## config.mk

```make
export PLATFORM = sky130hd
export DESIGN_NAME = tcce_cursor
export DESIGN_NICKNAME = d
export VERILOG_FILES = /design/src/rtl/core/text_console_char_engine_defines.svh /design/src/rtl/core/tcce_pkg.sv /design/src/rtl/core/tcce_cursor.sv
export SDC_FILE = /design/constraint.sdc
export NUM_CORES = 1
export LEC_CHECK = 0
export BUFFER_PORTS_ARGS = -buffer_cell sky130_fd_sc_hd__buf_2
export CAP_MARGIN = 20
export CORE_UTILIZATION = 45
export CTS_CLUSTER_DIAMETER = 80
export DETAILED_ROUTE_END_ITERATION = 16
export GPL_TIMING_DRIVEN = 0
export PLACE_DENSITY = 0.66
export SYNTH_ARGS = -nofsm -noshare
export SYNTH_HDL_FRONTEND = slang
export SYNTH_SLANG_ARGS = --single-unit
```

## constraint.sdc

```tcl
create_clock -name clk -period 3.9 [get_ports clk]
set_clock_uncertainty 0.1 [all_clocks]
set_input_delay 0.39 -clock clk [delete_from_list [all_inputs] [get_ports clk]]
set_output_delay 0.39 -clock clk [all_outputs]
set_load 0.1 [all_outputs]
```

## src/rtl/core/text_console_char_engine_defines.svh

```systemverilog
// assertion macros shared by the console engine
`ifndef TEXT_CONSOLE_CHAR_ENGINE_DEFINES_SVH
`define TEXT_CONSOLE_CHAR_ENGINE_DEFINES_SVH

// same-cycle implication
`define TCCE_ASSERT_NOW(label, clk, rst_n, ante, cons, msg) \
	label: assert property (@(posedge clk) disable iff (!rst_n) (ante) |-> (cons)) \
		else $error(msg);

// next-cycle implication
`define TCCE_ASSERT_NXT(label, clk, rst_n, ante, cons, msg) \
	label: assert property (@(posedge clk) disable iff (!rst_n) (ante) |=> (cons)) \
		else $error(msg);

`endif

```

## src/rtl/core/tcce_pkg.sv

```systemverilog
package tcce_pkg;

	localparam int COLS_DEF = 80;
	localparam int ROWS_DEF = 25;
	localparam int TAB_DEF  = 8;

	localparam int CELL_W     = 16;
	localparam int ROW_OUT_W  = 5;
	localparam int COL_OUT_W  = 7;
	localparam int POS_OUT_W  = 11;
	localparam int ROW_IN_W   = 5;
	localparam int COL_IN_W   = 7;
	localparam int APB_ADDR_W = 3;
	localparam int APB_DATA_W = 32;

	localparam logic [7:0] ATTR_RESET = 8'h0F;
	localparam logic       KEEP_RESET = 1'b1;
	localparam logic [7:0] BLANK_CHAR = 8'h20;
	localparam logic [CELL_W-1:0] RESET_CELL = {ATTR_RESET, BLANK_CHAR};

	// control bytes
	localparam logic [7:0] CH_BS  = 8'h08;
	localparam logic [7:0] CH_TAB = 8'h09;
	localparam logic [7:0] CH_LF  = 8'h0A;
	localparam logic [7:0] CH_FF  = 8'h0C;
	localparam logic [7:0] CH_CR  = 8'h0D;

	localparam logic CMD_PUT  = 1'b0;
	localparam logic CMD_READ = 1'b1;

	localparam logic REG_TEXT_ATTR = 1'b0;
	localparam logic REG_KEEP_TOP  = 1'b1;

	typedef enum logic [1:0] {
		CUR_HOLD     = 2'd0,
		CUR_BYTE     = 2'd1,
		CUR_HOME     = 2'd2,
		CUR_LAST_ROW = 2'd3
	} cur_op_t;

	typedef struct packed {
		cur_op_t    op;
		logic [7:0] ch;
	} cur_cmd_t;

endpackage

```

## src/rtl/core/tcce_cursor.sv

```systemverilog
module tcce_cursor #(
	parameter int SCREEN_COLS = tcce_pkg::COLS_DEF,
	parameter int SCREEN_ROWS = tcce_pkg::ROWS_DEF,
	parameter int TAB_STOP    = tcce_pkg::TAB_DEF,
	localparam int RW = $clog2(SCREEN_ROWS + 1),
	localparam int CW = $clog2(SCREEN_COLS),
	localparam int PW = $clog2(SCREEN_ROWS * SCREEN_COLS + 1)
) (
	input  logic              clk,
	input  logic              arst_n,
	input  tcce_pkg::cur_cmd_t cmd,
	output logic [RW-1:0]     row,
	output logic [CW-1:0]     col,
	output logic [PW-1:0]     pos
);
	import tcce_pkg::*;

	localparam int NW = $clog2(SCREEN_COLS + TAB_STOP);
	localparam int MW = $clog2(TAB_STOP);

	logic [RW-1:0] row_q, row_d, row_inc;
	logic [CW-1:0] col_q, col_d;
	logic [MW-1:0] mod_q, mod_d;
	logic [NW-1:0] ncol;

	// row + 1, saturating at the pending-scroll row
	assign row_inc = (row_q == RW'(SCREEN_ROWS)) ? row_q : row_q + RW'(1);

	always_comb begin
		row_d = row_q;
		col_d = col_q;
		mod_d = mod_q;
		ncol  = NW'(col_q) + NW'(1);
		case (cmd.op)
			CUR_HOME: begin
				row_d = '0;
				col_d = '0;
				mod_d = '0;
			end
			CUR_LAST_ROW: begin
				row_d = RW'(SCREEN_ROWS - 1);
				col_d = '0;
				mod_d = '0;
			end
			CUR_BYTE: begin
				case (cmd.ch)
					CH_BS: begin
						if (col_q != '0) begin
							col_d = col_q - CW'(1);
							mod_d = (mod_q == '0) ? MW'(TAB_STOP - 1) : mod_q - MW'(1);
						end
					end
					CH_TAB: begin
						ncol = NW'(col_q) - NW'(mod_q) + NW'(TAB_STOP);
						mod_d = '0;
						if (ncol >= NW'(SCREEN_COLS)) begin
							row_d = row_inc;
							col_d = '0;
						end else begin
							col_d = CW'(ncol);
						end
					end
					CH_LF: begin
						row_d = row_inc;
						col_d = '0;
						mod_d = '0;
					end
					CH_CR: begin
						col_d = '0;
						mod_d = '0;
					end
					CH_FF: begin
						row_d = row_q;
					end
					default: begin
						if (ncol >= NW'(SCREEN_COLS)) begin
							row_d = row_inc;
							col_d = '0;
							mod_d = '0;
						end else begin
							col_d = CW'(ncol);
							mod_d = (mod_q == MW'(TAB_STOP - 1)) ? '0 : mod_q + MW'(1);
						end
					end
				endcase
			end
			default: begin
				row_d = row_q;
			end
		endcase
	end

	always_ff @(posedge clk or negedge arst_n) begin
		if (!arst_n) begin
			row_q <= '0;
			col_q <= '0;
			mod_q <= '0;
		end else begin
			row_q <= row_d;
			col_q <= col_d;
			mod_q <= mod_d;
		end
	end

	assign row = row_q;
	assign col = col_q;
	assign pos = PW'(PW'(row_q) * PW'(SCREEN_COLS)) + PW'(col_q);

endmodule

```

* Yosys cells after proc, flatten, opt, wreduce, memory -nomap -nowiden
Index checks and enable logic that the tools add are counted. Widths: inputs -> output; s select.
Word-level totals: register bits 15, bits of input ports 12, output and inout bits 23
Operators by class: add/subtract/negate cells 8, multipliers 1, order comparisons 2, equal/unequal tests 15, multiplexer cells 16, reduce and logical (&&, ||, !) cells 10
Operator list (number):
- $eq 8x4->1 const B | 5
- $pmux 5 s3 | 2
- $pmux 7 s4 | 1
- $mux 7 | 3
- $mux 5 | 3
- $ge 7x7->1 const B | 2
- $pmux 7 s2 | 1
- $mux 3 | 4
- $add 11x7->11 | 1
- $pmux 3 s3 | 1
- $add 7x1->7 const B | 1
- $add 7x4->7 const B | 1
- $mul 5x3->7 const B | 1
- $reduce_bool 7->1 | 1
- $sub 7x1->7 const B | 1
- $sub 7x3->7 | 1
- $ne 3x3->1 const B | 2
- $pmux 3 s2 | 1
- $reduce_or 3->1 | 2
- $add 5x1->5 const B | 1
- $eq 5x5->1 const B | 1
- $eq 2x2->1 const B | 2
- $ne 2x2->1 const B | 2
- $ne 4x4->1 const B | 1
- other kinds (10) | 11

* Longest topological paths before layout
Gate-level depths: netlist of the first run.
word-level depth 6, depth in mapped cells 12

* Worst setup path after synthesis of the first run
No wires, ideal clock.
path kind register -> output, start point reg row_q[3], in the netlist row[3], end point out pos[10], arrival 4.310 ns, path slack -0.900 ns, stages on the path, launching flop included 8, path through dfrtp_1 ha_1 ha_1 fa_1 xnor2_1 or3b_2 xnor2_1 xnor2_1
On the way: longest elaborated chain between the ends 2
Ends and longest elaborated chain:
- start, declared | RTL line tcce_cursor.sv:21 | logic [RW-1:0] row_q, row_d, row_inc;
- start signal, assigned | RTL line tcce_cursor.sv:99 | row_q <= row_d;
- $mul 5x3->7 | RTL line tcce_cursor.sv:107 | assign pos = PW'(PW'(row_q) * PW'(SCREEN_COLS)) + PW'(col_q);
- $add 11x7->11 | RTL line tcce_cursor.sv:107
- end, declared | RTL line tcce_cursor.sv:14 | output logic [PW-1:0] pos
Every way passes these cells.

* Worst setup path in the final report of the first run
start point reg row_q[1], in the netlist row[1], end point out pos[10]
The elaborated chain is that of the path after synthesis.

==> results of run 1 <==
[area by class of cell]
| cell class | instances | area, um2 |
|---|---|---|
| Fill cell | 406 | 2030 |
| Multi-Input combinational cell | 194 | 1520 |
| Sequential cell | 15 | 375 |
| Timing Repair Buffer | 32 | 165 |
| Buffer | 16 | 91.3 |
| Tap cell | 52 | 65.1 |
| Inverter | 16 | 60.1 |
| Clock buffer | 3 | 41.3 |
| Clock inverter | 1 | 5.00 |
[cells in the mapped netlist, types with 3 or more instances]
| cell | n | share of area [%] |
|---|---|---|
| a21o_1 | 3 | 1.1 |
| dfrtp_1 | 15 | 19 |
| nand2_1 | 16 | 3.0 |
| buf_2 | 4 | 0.99 |
| fa_1 | 3 | 3.0 |
| a32o_1 | 4 | 2.0 |
| o21ai_1 | 4 | 0.99 |
| a32oi_1 | 3 | 1.3 |
| xnor2_1 | 15 | 6.5 |
| or4_1 | 3 | 1.1 |
| a21oi_1 | 11 | 2.7 |
| o31ai_1 | 3 | 1.1 |
| inv_1 | 15 | 2.8 |
| nand3_1 | 12 | 3.0 |
| clkbuf_1 | 6 | 1.1 |
| xor2_1 | 6 | 2.6 |
| o21ai_0 | 9 | 2.2 |
| nor2b_1 | 5 | 1.5 |
| buf_4 | 5 | 1.9 |
| nor3_1 | 6 | 1.5 |
| a221o_1 | 3 | 1.5 |
| a211oi_1 | 3 | 1.1 |
| ha_1 | 27 | 17 |
| nor2_1 | 11 | 2.0 |
| nor4_1 | 4 | 1.2 |
[flip-flops by register name (all words and copies together) (netlist names)]
| register | count |
|---|---|
| row | 5 |
| col | 7 |
| mod_q | 3 |
[per-stage QoR]
| stage | hold WS (ns) | instance area, um2 | total power, mW |
|---|---|---|---|
| 5_1_grt | 0.377 | 2330 | 0.564 |
| 3_3_place_gp | 0.226 | 2270 | 0.403 |
| 6_report | 0.369 | 2330 | 0.538 |
| 4_1_cts | 0.363 | 2330 | 0.541 |
| 2_1_floorplan | -0.00559 | 2050 | 0.360 |
| 3_5_place_dp | 0.231 | 2270 | 0.404 |
[worst max path at each step]
stage,start,to,cells past startpoint
2_1_floorplan,row[3],pos[10],7
3_3_place_gp,mod_q[2],col[2],10
3_5_place_dp,mod_q[2],col[2],10
4_1_cts,row[1],pos[10],8
5_1_grt,row[1],pos[10],8
6_report,row[1],pos[10],8
[critical path, cell delays in order, from the launching register on]
cell	delay, ns
dfrtp_1	0.46
ha_1	0.32
ha_1	0.23
fa_1	0.38
xnor2_1	0.18
or3b_2	0.49
xnor2_1	0.23
xnor2_2	0.13
buf_2	0.44
[layer usage]
layer	global-route usage [%]	vias to the layer above
met4	5.44	0
met2	35.5	37
met3	1.75	2
met1	31.5	923
met5	0	-
li1	-	971
[what timing repair did]
| action | in CTS | in global routing |
|---|---|---|
| hold buffers | 1 | 0 |
| setup buffers | 0 | 0 |
| hold endpoints to repair | 15 | 0 |
[power breakdown]
part	total, mW	internal [mW]	leakage [nW]	switching, mW
sequential	0.176	0.162	0.200	0.0137
clock	0.136	0.0711	0.0255	0.0646
combinational	0.227	0.0643	0.883	0.162
[logic make-up (layout without fill, tap and decap cells)]
group                    Yosys count  after routing  share of synthesized area [%]
AND/OR/NAND/NOR                   75             75                           20.4
AO/OA/AOI/OAI                     67             67                           24.4
buffers and inverters             32             68                           7.46
adder cells (fa/ha/maj)           30             30                           19.6
XOR/XNOR                          21             21                           9.07
flip-flops                        15             15                           18.5
multiplexers                       1              1                          0.494
==> metrics.txt, run 1 <==
Final Setup Violations 0; Mapped Area 2030 um2; FF-to-FF path depth 12; Final Slew Violations 0; final cycle utilization of the critical path 92.8%; Core Util, Final 53.4%; RSZ-0062 raised after global routing false; register area share after synthesis 18.5%; FP Rows 24; Vias 1,933; initial core utilization 46.6%; commonest non-fill, non-tap cell in the layout buf_2; core area 4350 um2; Max FO, Critical Path 7; Post-DP HPWL 3840 um; CTS sink cnt 15; r2r setup slk 0.49 ns; die width 69.1 um; Hold Violations, Final 0; port bufs 31; antenna-violating nets left 0; Post-Synthesis Cells 241; Die ar. 4780 um2; largest net degree at the start of global routing 16; minimum clock period 3.62 ns; hold depth 3; outcome complete, no violations; CTS tree built; fin worst setup slack 0.280 ns; setup_tns 0 ns; number of flops mapped to enable cells by yosys 0; max cap viols 0; Leakage 1.11 nW; HP Class in -> reg; worst setup path category reg -> out; Worst EP required 3.41 ns; DR pass1 iterations 4; Post-synth ARST share 100%; R2R Path End row[3]; boundary pin count 35; root buffer cell clkbuf_8; power density cells 231 nW/um2; ant diodes 0; 1st-iter DRT viols 97; Yosys cell types 62; fmax 276 MHz; met2 wire len 2430 um; Slew HR 51.6%; Mean Syn Cell Area 8.42 um2; Layout Nets 320; Primary FF master, synth dfrtp_1; layout cells sized above 1 20.9%; post-synthesis register bit count 15; drt total wl 5110 um; H-tree depth 1; Top Metal Used met4; post-place setup slack 0.519 ns; Worst Min Path Start cmd[8]; clock latency on the worst-skew pair 0.26 ns; Hold Path Sink row[2]; CP Launch Type register; synth warn 0; Post-Syn Nets 283; Max clock buf depth 2; first-pass GRT wire length 8510 um; drt wl/cell 15.5 um; Worst-path clk slew 0.07 ns; Slew @ Worst Pin 0.724 ns; DRC 0; most frequent cells in the layout buf_2, ha_1, nand2_1, inv_1, dfrtp_1; gr usage total 21.9%; WL met3 160 um; Area Growth Syn to Fin 14.7%; r2r startpoint col[0]; VDD IR-drop max 0.120 mV; Crit. End Element primary output; post-route insts no fill 329; grt ovf 0; number of global-route vias before repair 1,727; critical path arrival 3.13 ns; die height 69.1 um; RePlAce Congestion 0.811; DP Cell Count 324; Resized cells post-CTS 0; Met1 Wirelength 2490 um; antenna violations before repair 0; drt via density 5.88; CTS Buf Count 3
(Power assumes the default switching activity.)
==> run 2: changes to the inputs <==
- clock period: 3.9 -> 4.7 ns (I/O delays scaled with it)
==> run 2 against run 1 <==
Compared with the run above:
- critical path depth decreased by 1
- critical endpoint unchanged
- first-iteration DRC count decreased by 8.2%
- sequential share of layout area increased by 0.18 points
- total power decreased by 18%
- design area decreased by 1.1%
- combinational power decreased by 18%
==> metrics.txt, run 2 (synthesis gave the netlist of run 1 again) <==
Top Metal Used met4; max cap viols 0 (unchanged); Filler cells 428 (+5.4%); CTS sink cnt 15 (unchanged); grt ovf 0 (unchanged); power density cells 191 nW/um2 (-17%); Resized cells post-CTS 0 (unchanged); WL met3 149 um (-6.9%); Area Growth Syn to Fin 13.5%; CTS Buf Count 3 (unchanged); Post-DP HPWL 3830 um (-0.42%); drt wl/cell 14.9 um (-3.9%); Worst-path clk slew 0.07 ns (about the same); max reg flops 7 (unchanged); die height 69.1 um (unchanged); outcome complete, no violations; minimum clock period 3.67 ns; Worst EP required 4.13 ns (+0.72 ns); worst setup path category reg -> out; critical path arrival 3.10 ns (-0.03 ns); drt total wl 4900 um (-4.2%); gr usage total 21.6% (-0.35 points); DP Cell Count 324 (unchanged); drt via density 5.79 (-1.5%); DR pass1 iterations 4 (unchanged); RSZ-0062 raised after global routing false; critical path's slowest cell fa_1; die width 69.1 um (unchanged); root buffer cell clkbuf_8; most frequent cells in the layout buf_2, ha_1, nand2_1, inv_1, dfrtp_1; antenna-violating nets left 0 (unchanged); Leakage 1.09 nW (-1.4%); Max FO, Critical Path 7 (unchanged); H-tree depth 1 (unchanged); cts hold-fix bufs 0 (-1); CP Cell Sequence ha_1 -> ha_1 -> fa_1 -> or3b_2 -> xnor2_1 -> xnor2_2 -> buf_2; initial core utilization 46.6% (unchanged); CP Launch Type register; commonest non-fill, non-tap cell in the layout buf_2; Layout Nets 319 (-0.31%); Hold Violations, Final 0 (unchanged); CTS tree built; ant diodes 0 (unchanged); fmax 273 MHz; largest net degree at the start of global routing 16 (unchanged); antenna violations before repair 0 (unchanged); Slew HR 49.7% (-1.9 points); setup bufs post-CTS 0 (unchanged); Final Setup Violations 0 (unchanged); Vias 1,899 (-1.8%); Met1 Wirelength 2500 um (+0.36%); final cycle utilization of the critical path 78.0%; port bufs 31 (unchanged); met2 wire len 2220 um (-8.6%); Crit. End Element primary output; boundary pin count 35 (unchanged); VDD IR-drop max 0.0799 mV (-33%); Max clock buf depth 2 (unchanged); Die ar. 4780 um2 (unchanged); HP Class in -> async; first-pass GRT wire length 8580 um (+0.81%); DRC 0 (unchanged); post-route insts no fill 328 (-0.30%); RePlAce Congestion 0.838 (+3.4%); FP Rows 24 (unchanged); Worst path top cell family by delay adder cells; worst path bufs/invs 1 (unchanged); clock latency on the worst-skew pair 0.25 ns (about the same); Slew @ Worst Pin 0.752 ns (+0.0288 ns); core area 4350 um2 (unchanged); Final Slew Violations 0 (unchanged); critical path's most frequent cell ha_1; layout cells sized above 1 20.3% (-0.65 points); setup_tns 0 ns (unchanged); Slowest Stage Delay on Critical Path 0.55 ns (+0.06 ns); number of global-route vias before repair 1,844 (+6.8%); 1st-iter DRT viols 89 (-8.2%)
-- run 2: per-stage QoR --
stage | total power [mW] | hold slack [ns] | cell area, um2 | util [%] | setup slack (ns)
2_1_floorplan | 0.297 | 0.0744 | 2040 | - | 0.363
4_1_cts | 0.443 | 0.0324 | 2300 | 52.9 | 1.02
3_5_place_dp | 0.334 | 0.300 | 2260 | 51.8 | 1.30
5_1_grt | 0.466 | 0.0491 | 2300 | 52.9 | 0.860
3_3_place_gp | 0.333 | 0.299 | 2260 | 51.8 | 1.31
6_report | 0.440 | 0.0237 | 2300 | 52.9 | 1.03
-- run 2: routing by layer --
layer	vias to the layer above	global-route usage, %
met1	890	31.6
li1	967	-
met2	38	34.6
met3	4	1.90
met4	0	4.08
met5	-	0
-- run 2: where the power goes --
| part | internal (mW) | switching (mW) | leakage (nW) |
|---|---|---|---|
| Sequential | 0.134 | 0.0112 | 0.200 |
| Combinational | 0.0521 | 0.134 | 0.867 |
| Clock | 0.0587 | 0.0495 | 0.0255 |
| Total | 0.245 | 0.195 | 1.09 |
-- run 2: cell type report --
| cell class | count | area (um2) | area share (%) |
|---|---|---|---|
| clock buffer | 3 | 41.3 | 1.79 |
| tap | 52 | 65.1 | 2.83 |
| inverter | 16 | 60.1 | 2.61 |
| timing repair buffer | 31 | 155 | 6.74 |
| clock inverter | 1 | 5.00 | 0.217 |
| multi-input combinational | 194 | 1510 | 65.5 |
| sequential | 15 | 375 | 16.3 |
| buffer | 16 | 91.3 | 3.97 |
-- run 2: worst paths after layout --
| check | from | end | slack (ns) | cells past startpoint |
|---|---|---|---|---|
| max | row[1] | pos[10] | 1.03 | 7 |
| min | arst_n | row[3] | 0.02 | 1 |
| max reg2reg | col[1] | row[4] | 1.29 | 10 |
| min reg2reg | mod_q[1] | mod_q[1] | 0.44 | 1 |
| max in group asynchronous | arst_n | col[2] | 4.21 | 1 |
| min in group clk | mod_q[1] | mod_q[1] | 0.44 | 1 |
